File: src/hw/rtl/flt_ram.sv
module flt_ram #(
    parameter int WIDTH = 8,
    parameter int DEPTH = 2,
    localparam int AW = $clog2(DEPTH)
) (
    input  logic             i_clk,
    input  logic             i_we,
    input  logic [AW-1:0]    i_waddr,
    input  logic [WIDTH-1:0] i_wdata,
    input  logic [AW-1:0]    i_raddr,
    output logic [WIDTH-1:0] o_rdata
);

    logic [WIDTH-1:0] r_mem [DEPTH];
    logic [WIDTH-1:0] r_rdata;

    // Write one word, read one word registered
    always_ff @(posedge i_clk) begin
        if (i_we) begin
            r_mem[i_waddr] <= i_wdata;
        end
        r_rdata <= r_mem[i_raddr];
    end

    assign o_rdata = r_rdata;

endmodule

File: config.mk
export PLATFORM = sky130hd
export DESIGN_NAME = flt_ram
export DESIGN_NICKNAME = d
export VERILOG_FILES = /design/src/hw/rtl/flt_ram.sv
export SDC_FILE = /design/constraint.sdc
export NUM_CORES = 1
export LEC_CHECK = 0
export ABC_AREA = 1
export BUFFER_PORTS_ARGS = -buffer_cell sky130_fd_sc_hd__clkbuf_2
export CORE_UTILIZATION = 32
export DETAILED_ROUTE_END_ITERATION = 12
export HOLD_SLACK_MARGIN = 0.06
export PLACE_DENSITY = 0.55
export SLEW_MARGIN = 10
export SYNTH_ARGS = -nofsm -noshare
export SYNTH_HDL_FRONTEND = slang
export SYNTH_SLANG_ARGS = --single-unit
File: constraint.sdc
create_clock -name i_clk -period 1.94 [get_ports i_clk]
set_input_delay 0.097 -clock i_clk [delete_from_list [all_inputs] [get_ports i_clk]]
set_output_delay 0.097 -clock i_clk [all_outputs]
set_load 0.01 [all_outputs]
# Word-level counts from Yosys, hierarchy flattened
# Memories as Yosys holds them, arrays and structs flattened. A register that Yosys moved wholly into a read port is not among the register bits.
# Cells that the tools add are included.
[classes]
muxes = 2
[op_table]
columns = ["op", "count"]
rows = [
  ["$mux 1", 2],
]
[totals]
reg_bits = 0
ram_bits = 16
in_bits = 12
wordCells = 3
memories = 1
[memory_table]
columns = ["name", "depth", "width", "read_ports", "rd_clocked_by_memory_dff", "write_ports", "line_no", "rtl"]
rows = [
  ["r_mem", 2, 8, 1, 1, 1, "14", "logic [WIDTH-1:0] r_mem [DEPTH];"],
]

# Logic depth before layout (Yosys ltp)
[depth]
depth_word = 2
depth_mapped = 4

# Worst setup path before layout
# OpenSTA, ideal clock, no wires.
[synth_path]
kind = "input-to-reg"
from = "input i_we"
to = "memory r_mem[0][0], enable pin"
setup_ps = 371
t_arrival_ps = 486
t_required_ps = 1569
slack_ps = 1083
stages = 2
n_path_buf = 0
cell_sequence = "inv_1 > nor2_1"
[synth_between]
elab_chain_cells = 2
[synth_rtl]
columns = ["element", "line_no", "rtl"]
rows = [
  ["start, declared", "7", "input logic i_we,"],
  ["$mux 1", "19", "if (i_we) begin"],
  ["$mux 1 (not written as such)", "20", "r_mem[i_waddr] <= i_wdata;"],
  ["end, declared", "14", ""],
]
# No other way between the ends.

# Worst setup path after layout
[layout_path]
from = "register r_rdata[7], in the netlist o_rdata[7], read port of r_mem"
to = "output o_rdata[7]"
[layout_lines]
columns = ["element", "line_no", "rtl"]
rows = [
  ["start, declared", "15", "logic [WIDTH-1:0] r_rdata;"],
  ["end, declared", "11", "output logic [WIDTH-1:0] o_rdata"],
]
# No word-level cell between the ends.

==> impl_metrics.csv <==
group,metric,value,unit
status,outcome,"finished, final reports clean",
cells_and_area,layout_common_cells,"nand2_1 (25), clkbuf_2 (19), edfxtp_1 (16), dlygate4sd3_1 (8), dfxtp_1 (8)",
floorplanning,die_x,50.76,um
floorplanning,die-area,0.002576,mm2
global_routing,overflow,0,
floorplanning,core-area,0.002233,mm2
synthesis,synth_nets,66,
placement,port_buffers,19,
timing,final_hold_viol_count,0,
critical_path,critPathMaxFanout,1,
placement,gp_congestion,0.6945,
synthesis,syn_area_per_cell,14.09,um2
critical_path,required,1.84,ns
cells_and_area,fin_nets,97,
synthesis,ys_ff_latch,24,
critical_path,cp-end-kind,"primary output",
timing,fin_crit,0.8481,ns
timing,slew_violations,0,
hold_path,hold_class,"in -> reg",
clock_network,post_cts_resized,0,
global_routing,antenna_found_initial,0,
synthesis,synthCells,54,
floorplanning,initial_utilization,34.06,%
drt,wl,1020,um
placement,dp_worst_setup_slack,0.8467,ns
clock_network,clock_sinks,24,
drt,remaining_drc_errors,0,
floorplanning,ios,20,
drt,wire_per_inst,9.189,um
drt,ant_nets,0,
global_routing,track_usage,9.126,%
critical_path,path_buf_inv,1,
hold_path,min_to,"o_rdata[7]",
drt,vias,452,
global_routing,grt_max_degree,13,
synthesis,ys.warnings.count,0,
timing,fin_ws,1.092,ns
cells_and_area,fillerInstances,216,
critical_path,cp-start-kind,"flip-flop",
cells_and_area,layout_commonest_cell,"nand2_1",
cells_and_area,final_util,43.98,%
cells_and_area,multi_input_area,97.59,um2
timing,fin_setup_tns,0,ns
cells_and_area,stdcell_count,111,
hold_path,hold_path_depth,3,
cells_and_area,final-seq-area,640.6,um2
critical_path,critPathArrivalTime,0.75,ns
synthesis,synth_cell_types,7,
timing,fin_skew,0.0009669,ns
timing,hold_slack,0.1262,ns
pwr,p_per_area,884.9,mW/mm2
critical_path,crit_path_top_delay_cell,"dfxtp_1",
pwr,power.leakage,0.4362,nW
clock_network,root_buffer,"clkbuf_4",
cells_and_area,antennaDiodeCount,0,
critical_path,worstSetupPathType,"reg -> out",
drt,drtIter0Drc,5,
critical_path,worstRegToRegCells,2,
hold_path,hp-start,"i_raddr",
global_routing,grt_pass1_wl,1642,um
pwr,ir_drop,417.6,uV
cells_and_area,final_design_area_no_fill,982.2,um2
timing,fmax,1179,MHz
synthesis,seq_area_frac_synth,84.21,%
clock_network,htree_levels,1,
critical_path,crit_chain,"clkbuf_2",
placement,dp_hpwl,664.7,um
critical_path,rrSetupSlack,1.34,ns
floorplanning,num_rows,17,
timing,rsz0062_at_grt,"no",
timing,worstMarginPinSlew,0.6311,ns
clock_network,clock_path_buffers,2,
critical_path,r2r_end,"o_rdata[3]",
timing,period_share,43.72,%
timing,report.final.setup_viol,0,
drt,vias_per_cell,4.072,
clock_network,clk_pin_slew,0.12,ns
clock_network,clk_latency,0.30,ns
placement,dpl_cell_area,879.6,um2
run,maxCapViolCount,0,
global_routing,first_global_vias,418,
synthesis,syn_area,760.7,um2
critical_path,crit_family,"flip-flops",
clock_network,numCtsBuffers,3,
placement,dp.cells,100,
pwr,total_power,869.1,uW
drt,drtPass1Iterations,4,
floorplanning,fp.dieH,50.76,um
critical_path,timing.rr.start,"r_mem[1][3]",
critical_path,max_stage_delay,0.33,ns
clock_network,cts_tree,"built",
cells_and_area,syn_to_final_growth,29.11,%
timing,slew-limit-headroom,57.77,%
cells_and_area,drive_above_1_share,27.71,%
-- tightest hold or removal path, stage by stage --
cell,delay (ns)
clkbuf_2,0.17
nand2_1,0.09
nand2_1,0.04
-- repair_timing --
action	CTS	global route
hold buffers	8	0
hold endpoints to repair	16	0
setup buffers	0	0
-- worst max path at each step --
stage | startpoint | endpoint | slack [ns] | depth (start not counted)
after floorplan | i_we | r_mem[0][0] | 1.08 | 2
after global placement | i_we | r_mem[0][1] | 0.89 | 3
after detailed placement | i_we | r_mem[0][1] | 0.85 | 3
after CTS | o_rdata[2] | o_rdata[2] | 1.08 | 1
after global routing | o_rdata[3] | o_rdata[3] | 1.05 | 1
final | o_rdata[7] | o_rdata[7] | 1.09 | 1
-- cells by family after synthesis --
| group | after synthesis | share of synthesized area [%] |
|---|---|---|
| flip-flops | 24 | 84.21 |
| AND/OR/NAND/NOR | 26 | 12.83 |
| buffers and inverters | 4 | 2.960 |
-- layout make-up --
type                       instances  area share (%)
clock buffer                       3           2.293
inverter                           3           1.146
multi-input combinational         26           9.936
sequential                        24           65.22
tap                               28           3.567
timing repair buffer              27           17.83
-- sequential cells by signal, indices dropped and copies added (netlist names) --
register / count
r_mem: 16
o_rdata: 8
-- layer usage --
layer	share of wire [%]	global-route usage, %
met4	1.2	4.167
met2	53	16.89
met5	0	0
met1	40	8.494
met3	5.5	3.939
-- cell usage after synthesis --
library cell / number / area [um2]
edfxtp_1: 16 / 480.5
inv_1: 2 / 7.510
inv_2: 1 / 3.750
nand2_1: 25 / 93.84
nor2_1: 1 / 3.750
buf_6: 1 / 11.26
dfxtp_1: 8 / 160.2
-- where the power goes --
group          switching, mW  internal (mW)  leakage (nW)  total, mW
clock                  0.130         0.0724        0.0138      0.203
combinational         0.0387         0.0351         0.205     0.0737
sequential           0.00790          0.585         0.218      0.593
total                  0.177          0.692         0.436      0.869
Note: power is estimated with default switching activity, not from simulation.
