===== src/hw/rtl/flt_pkg.sv =====
package flt_pkg;

    // Command codes
    typedef enum logic [1:0] {
        CMD_RECORD = 2'd0,
        CMD_OPEN   = 2'd1,
        CMD_READ   = 2'd2,
        CMD_CLEAR  = 2'd3
    } t_cmd;

    // Result status codes
    typedef enum logic [2:0] {
        ST_HIT   = 3'd0,
        ST_NEW   = 3'd1,
        ST_FULL  = 3'd2,
        ST_SIZE  = 3'd3,
        ST_ROW   = 3'd4,
        ST_EMPTY = 3'd5,
        ST_EOL   = 3'd6,
        ST_ACK   = 3'd7
    } t_status;

    // Sequencer states
    typedef enum logic [2:0] {
        S_IDLE = 3'b001,
        S_SCAN = 3'b010,
        S_ROW  = 3'b100
    } t_state;

    // One stored flow
    typedef struct packed {
        logic [31:0] src;
        logic [31:0] dst;
        logic [15:0] sport;
        logic [15:0] dport;
        logic [7:0]  proto;
        logic [31:0] hits;
        logic [31:0] stamp;
    } t_row;

    localparam logic [31:0] HITS_MAX = 32'hFFFF_FFFF;
    localparam logic [31:0] HITS_ONE = 32'd1;

endpackage


===== src/hw/rtl/flt_upd.sv =====
module flt_upd
    import flt_pkg::*;
(
    input  t_row i_row,
    input  t_row i_key,
    output logic o_hit,
    output t_row o_upd,
    output t_row o_fresh
);

    // Match the five-tuple of the stored row against the key
    assign o_hit = (i_row.src == i_key.src) && (i_row.dst == i_key.dst) &&
                   (i_row.sport == i_key.sport) && (i_row.dport == i_key.dport) &&
                   (i_row.proto == i_key.proto);

    // Bump the hit count (saturating) and refresh the timestamp
    always_comb begin
        o_upd       = i_row;
        o_upd.hits  = (i_row.hits == HITS_MAX) ? i_row.hits : i_row.hits + HITS_ONE;
        o_upd.stamp = i_key.stamp;
    end

    // Build a new flow with a count of one
    always_comb begin
        o_fresh      = i_key;
        o_fresh.hits = HITS_ONE;
    end

endmodule


===== config.mk =====
export PLATFORM = sky130hd
export DESIGN_NAME = flt_upd
export DESIGN_NICKNAME = d
export VERILOG_FILES = /design/src/hw/rtl/flt_pkg.sv /design/src/hw/rtl/flt_upd.sv
export SDC_FILE = /design/constraint.sdc
export NUM_CORES = 1
export LEC_CHECK = 0
export BUFFER_PORTS_ARGS = -buffer_cell sky130_fd_sc_hd__buf_2
export CAP_MARGIN = 20
export CORE_AREA = 10 10 251 253
export DETAILED_ROUTE_END_ITERATION = 8
export DIE_AREA = 0 0 261 263
export SLEW_MARGIN = 25
export SYNTH_ARGS = -nofsm -noshare
export SYNTH_HDL_FRONTEND = slang
export SYNTH_SLANG_ARGS = --single-unit

===== constraint.sdc =====
create_clock -name vclk -period 2.65
set_input_delay 0.53 -clock vclk [all_inputs]
set_output_delay 0.53 -clock vclk [all_outputs]
set_load 0.05 [all_outputs]

== Yosys cells after proc, flatten, opt, wreduce, memory -nomap -nowiden ==
Index checks and enable logic that the tools add are counted.

* $add $sub $neg: 1
* Eq/ne operators: 6
* Multiplexer cells: 1
* Reductions and logical operators: 4

{| class="wikitable"
|+ Operator list
! operator !! number
|-
| 32-bit equality test || 2
|-
| 32-bit by 1-bit adder with 32-bit output (second input constant) || 1
|-
| 16-bit equality test || 2
|-
| 32-bit equality test (second input constant) || 1
|-
| 32-bit two-way mux || 1
|-
| 8-bit equality test || 1
|-
| 1-bit logical AND || 4
|}

* Register bits after elaboration: 0
* Input bits: 336
* Output and inout bits: 337

== Logic depth before layout (Yosys ltp) ==
* Depth in word-level cells: 5
* Mapped depth: 7
* Gate-level depth less buffers: 6

== Least setup slack after synthesis ==
No wires, ideal clock.

* Path type: input-to-output
* From: input i_key[94] (netlist name)
* To: output o_hit
* Arrival: 2.699 ns
* Path slack: -0.579 ns
* Stages: 5
* Path buffers: 0
* Path through: xor2_1 a221o_1 nor4_1 nand4_1 nor4_1

* Longest elaborated chain between the ends: 4

{| class="wikitable"
|+ Ends and longest elaborated chain
! item !! RTL line !! source
|-
| start: declaration || flt_upd.sv:5 || <nowiki>input t_row i_key,</nowiki>
|-
| 16-bit equality test || flt_upd.sv:13 || <nowiki>(i_row.sport == i_key.sport) && (i_row.dport == i_key.dport) &&</nowiki>
|-
| 1-bit logical AND || flt_upd.sv:12 || <nowiki>assign o_hit = (i_row.src == i_key.src) && (i_row.dst == i_key.dst) &&</nowiki>
|-
| 1-bit logical AND (2 in series) || flt_upd.sv:13 ||
|-
| end: declaration || flt_upd.sv:6 || <nowiki>output logic o_hit,</nowiki>
|}

No other way between the ends.

== Final worst setup path ==
* From: input i_key[119] (netlist name)
* To: output o_hit

* Longest elaborated chain between the ends: 5

{| class="wikitable"
|+ Ends and longest elaborated chain
! item !! RTL line
|-
| 32-bit equality test || flt_upd.sv:12
|-
| 1-bit logical AND (2 in series) || flt_upd.sv:12
|-
| 1-bit logical AND (2 in series) || flt_upd.sv:13
|}

No other way between the ends.

==> results.toml <==
[final_layout]
fin_nets = 1176
clock_buffers = 0
seq_cells = 0
drive_gt1_frac = 0.742
area_growth_pct = 55.9
diodes = 0
design_area_mm2 = 0.00655
regArea_um2 = 0
n_fill_cell = 6732

[min_path]
whs_endpoint = "o_upd[18]"
min-delay-start = "i_key[18]"
hold_class = "primary input to primary output"
min_path_cells = 0

[route]
firstDrtPassIters = 4
finalWirelength_mm = 30.3
routedWlPerCell_um = 18.8
viasPerCell = 2.82
drc = 0
drt_iter0_markers = 283
antenna_left = 0
num_vias = 4546

[synth]
synth_area_leaders = "buf_4 (54%), xor2_1 (14%), xnor2_1 (13%), nand4_1 (4.2%), nor4_1 (2.5%)"
synth_top_cell_area_share = 0.543
synth_cell_types = 31
ys_warn_count = 0
synthTopCellsByCount = "buf_4 (304), xor2_1 (65), xnor2_1 (64)"
synth_area_per_cell_um2 = 7.50
synth_area_mm2 = 0.00420
synth_top_cell_by_area = "buf_4"
synthMostInstantiatedCell = "buf_4"
ys_seq_area_frac = 0
syn_inst = 560

[worst_setup_path]
critPathLaunchType = "primary input"
path_class = "primary input to primary output"
cp.arrival_ns = 2.20
worst_ep_required_time_ns = 2.12
path_max_fanout = 2
critical_path.endpoint_type = "primary output"

[floorplanning]
initial_core_util = 0.0722
io_pins = 673
die_w_um = 261
die_h_um = 263
fp.coreArea_mm2 = 0.0582
num_rows = 89
die_area_mm2 = 0.0686

[run]
cap_viol_max_count = 0

[power]
p_leak_nw = 3.27
pwr-share-comb = 1.000
power.share.clock = 0
ir_drop_uv = 154
swShare = 0.730
switching_power_mw = 1.25
p_int_uw = 461
powerDensity_mw_per_mm2 = 261
seqPwrFrac = 0

[grt]
grt_pass1_vias = 4910
grt_first_pass_wirelength_mm = 38.7
grt_use_met1 = 0.0774
antenna_found_initial = 0
grt_use_met3 = 0.0623
overflow = 0
grt.total_usage = 0.0784
grtUsageMet2 = 0.132
grt.busiest_layer = "met2"
grt_max_degree = 12

[sta]
finalHoldViolations = 0
final.setup.worst_slack_ns = -0.0829
period_minus_slack_ns = 2.73
min_period_over_period = 1.03
fmax_ghz = 0.366
final-setup-viol-count = 1
maxSlewViolCount = 0
rsz0062_at_grt = "true"

[placed_design]
hpwl_mm = 28.4
portBuffers = 481
placed_area_mm2 = 0.00611
gp_congestion = 1.01
place_ws_ns = -0.308

[outcome]
violations = "negative setup slack"
status = "finished, violations left"
==> cells in the final DEF, fill, tap and decap left out, types with 2 or more instances in the layout <==
cell type / netlist / final
buf_2: 1 / 449
buf_4: 304 / 81
xor2_1: 65 / 50
xnor2_1: 64 / 46
conb_1: 2 / 32
nand4_1: 28 / 28
xnor2_2: 0 / 18
buf_6: 1 / 17
nand2_1: 18 / 16
xor2_2: 0 / 15
nor4_1: 17 / 11
nor2_1: 14 / 10
nand3_1: 8 / 6
nor4_4: 0 / 5
inv_1: 4 / 4
nor3_4: 1 / 4
nor2_2: 0 / 4
nor3_2: 5 / 4
or3_4: 1 / 3
and3_1: 4 / 3
nor4_2: 2 / 3
clkbuf_4: 0 / 3
a31o_4: 0 / 2
nor3b_4: 0 / 2
nand2_2: 0 / 2
a21oi_1: 3 / 2
buf_12: 0 / 2
==> per-stage QoR <==
step	TNS (ns)	cells	power, mW	hold WS (ns)	utilization
floorplan	-0.0294	590	1.52	1.23	-
global placement	-2.24	1606	1.66	1.06	0.105
global route	-0.586	1610	1.79	1.06	0.113
detailed placement	-1.75	1606	1.66	1.06	0.105
CTS	-0.0963	1607	1.70	1.06	0.109
finish	-0.0829	1610	1.71	1.06	0.113
==> layout make-up <==
class | instances | area (um2) | area share
multi-input cells | 281 | 2460 | 0.376
inverters | 4 | 15.0 | 0.00229
well taps | 773 | 967 | 0.148
repair buffers | 552 | 3110 | 0.475
==> power by group through the flow <==
stage          registers [mW]  clock network (mW)  logic, mW
4_1_cts                     0                   0       1.70
5_1_grt                     0                   0       1.79
3_3_place_gp                0                   0       1.66
6_report                    0                   0       1.71
2_1_floorplan               0                   0       1.52
3_5_place_dp                0                   0       1.66
==> worst max-delay path, stage by stage <==
cell and delay, ns:
buf_2 0.12, xnor2_2 0.16, nand4_1 0.18, nor4_4 0.36, buf_4 0.16, nand4_1 0.11
buf_6 0.15, nor4_4 0.12, buf_4 0.17, buf_12 0.13
==> metal layers <==
| metal | vias up | share of wire |
|---|---|---|
| met4 | 0 | 0.0084 |
| li1 | 2040 | - |
| met3 | 15 | 0.20 |
| met1 | 2072 | 0.33 |
| met5 | - | 0 |
| met2 | 419 | 0.46 |
==> worst max-delay path by stage <==
stage | to | start
4_1_cts | o_hit | i_key[164]
6_report | o_hit | i_key[119]
3_3_place_gp | o_hit | i_key[153]
2_1_floorplan | o_upd[54] | i_row[32]
5_1_grt | o_hit | i_key[119]
3_5_place_dp | o_hit | i_key[153]
==> cell families after synthesis <==
family	after synthesis	synth area share
XOR/XNOR	129	0.269
AND/OR/NAND/NOR	107	0.156
multiplexers	2	0.00476
AO/OA/AOI/OAI	9	0.0152
other	2	0.00179
buffers and inverters	310	0.550
adder cells (fa/ha/maj)	1	0.00298
==> timing repair <==
action                                  CTS  global route
hold endpoints to repair                  0             0
resized for setup                        47            46
endpoints found under the setup margin   31            32
gates cloned                              0             1
setup buffers                             1             2
pin swaps                                10            13
hold buffers                              0             0
Note: power is estimated with default switching activity, not from simulation.
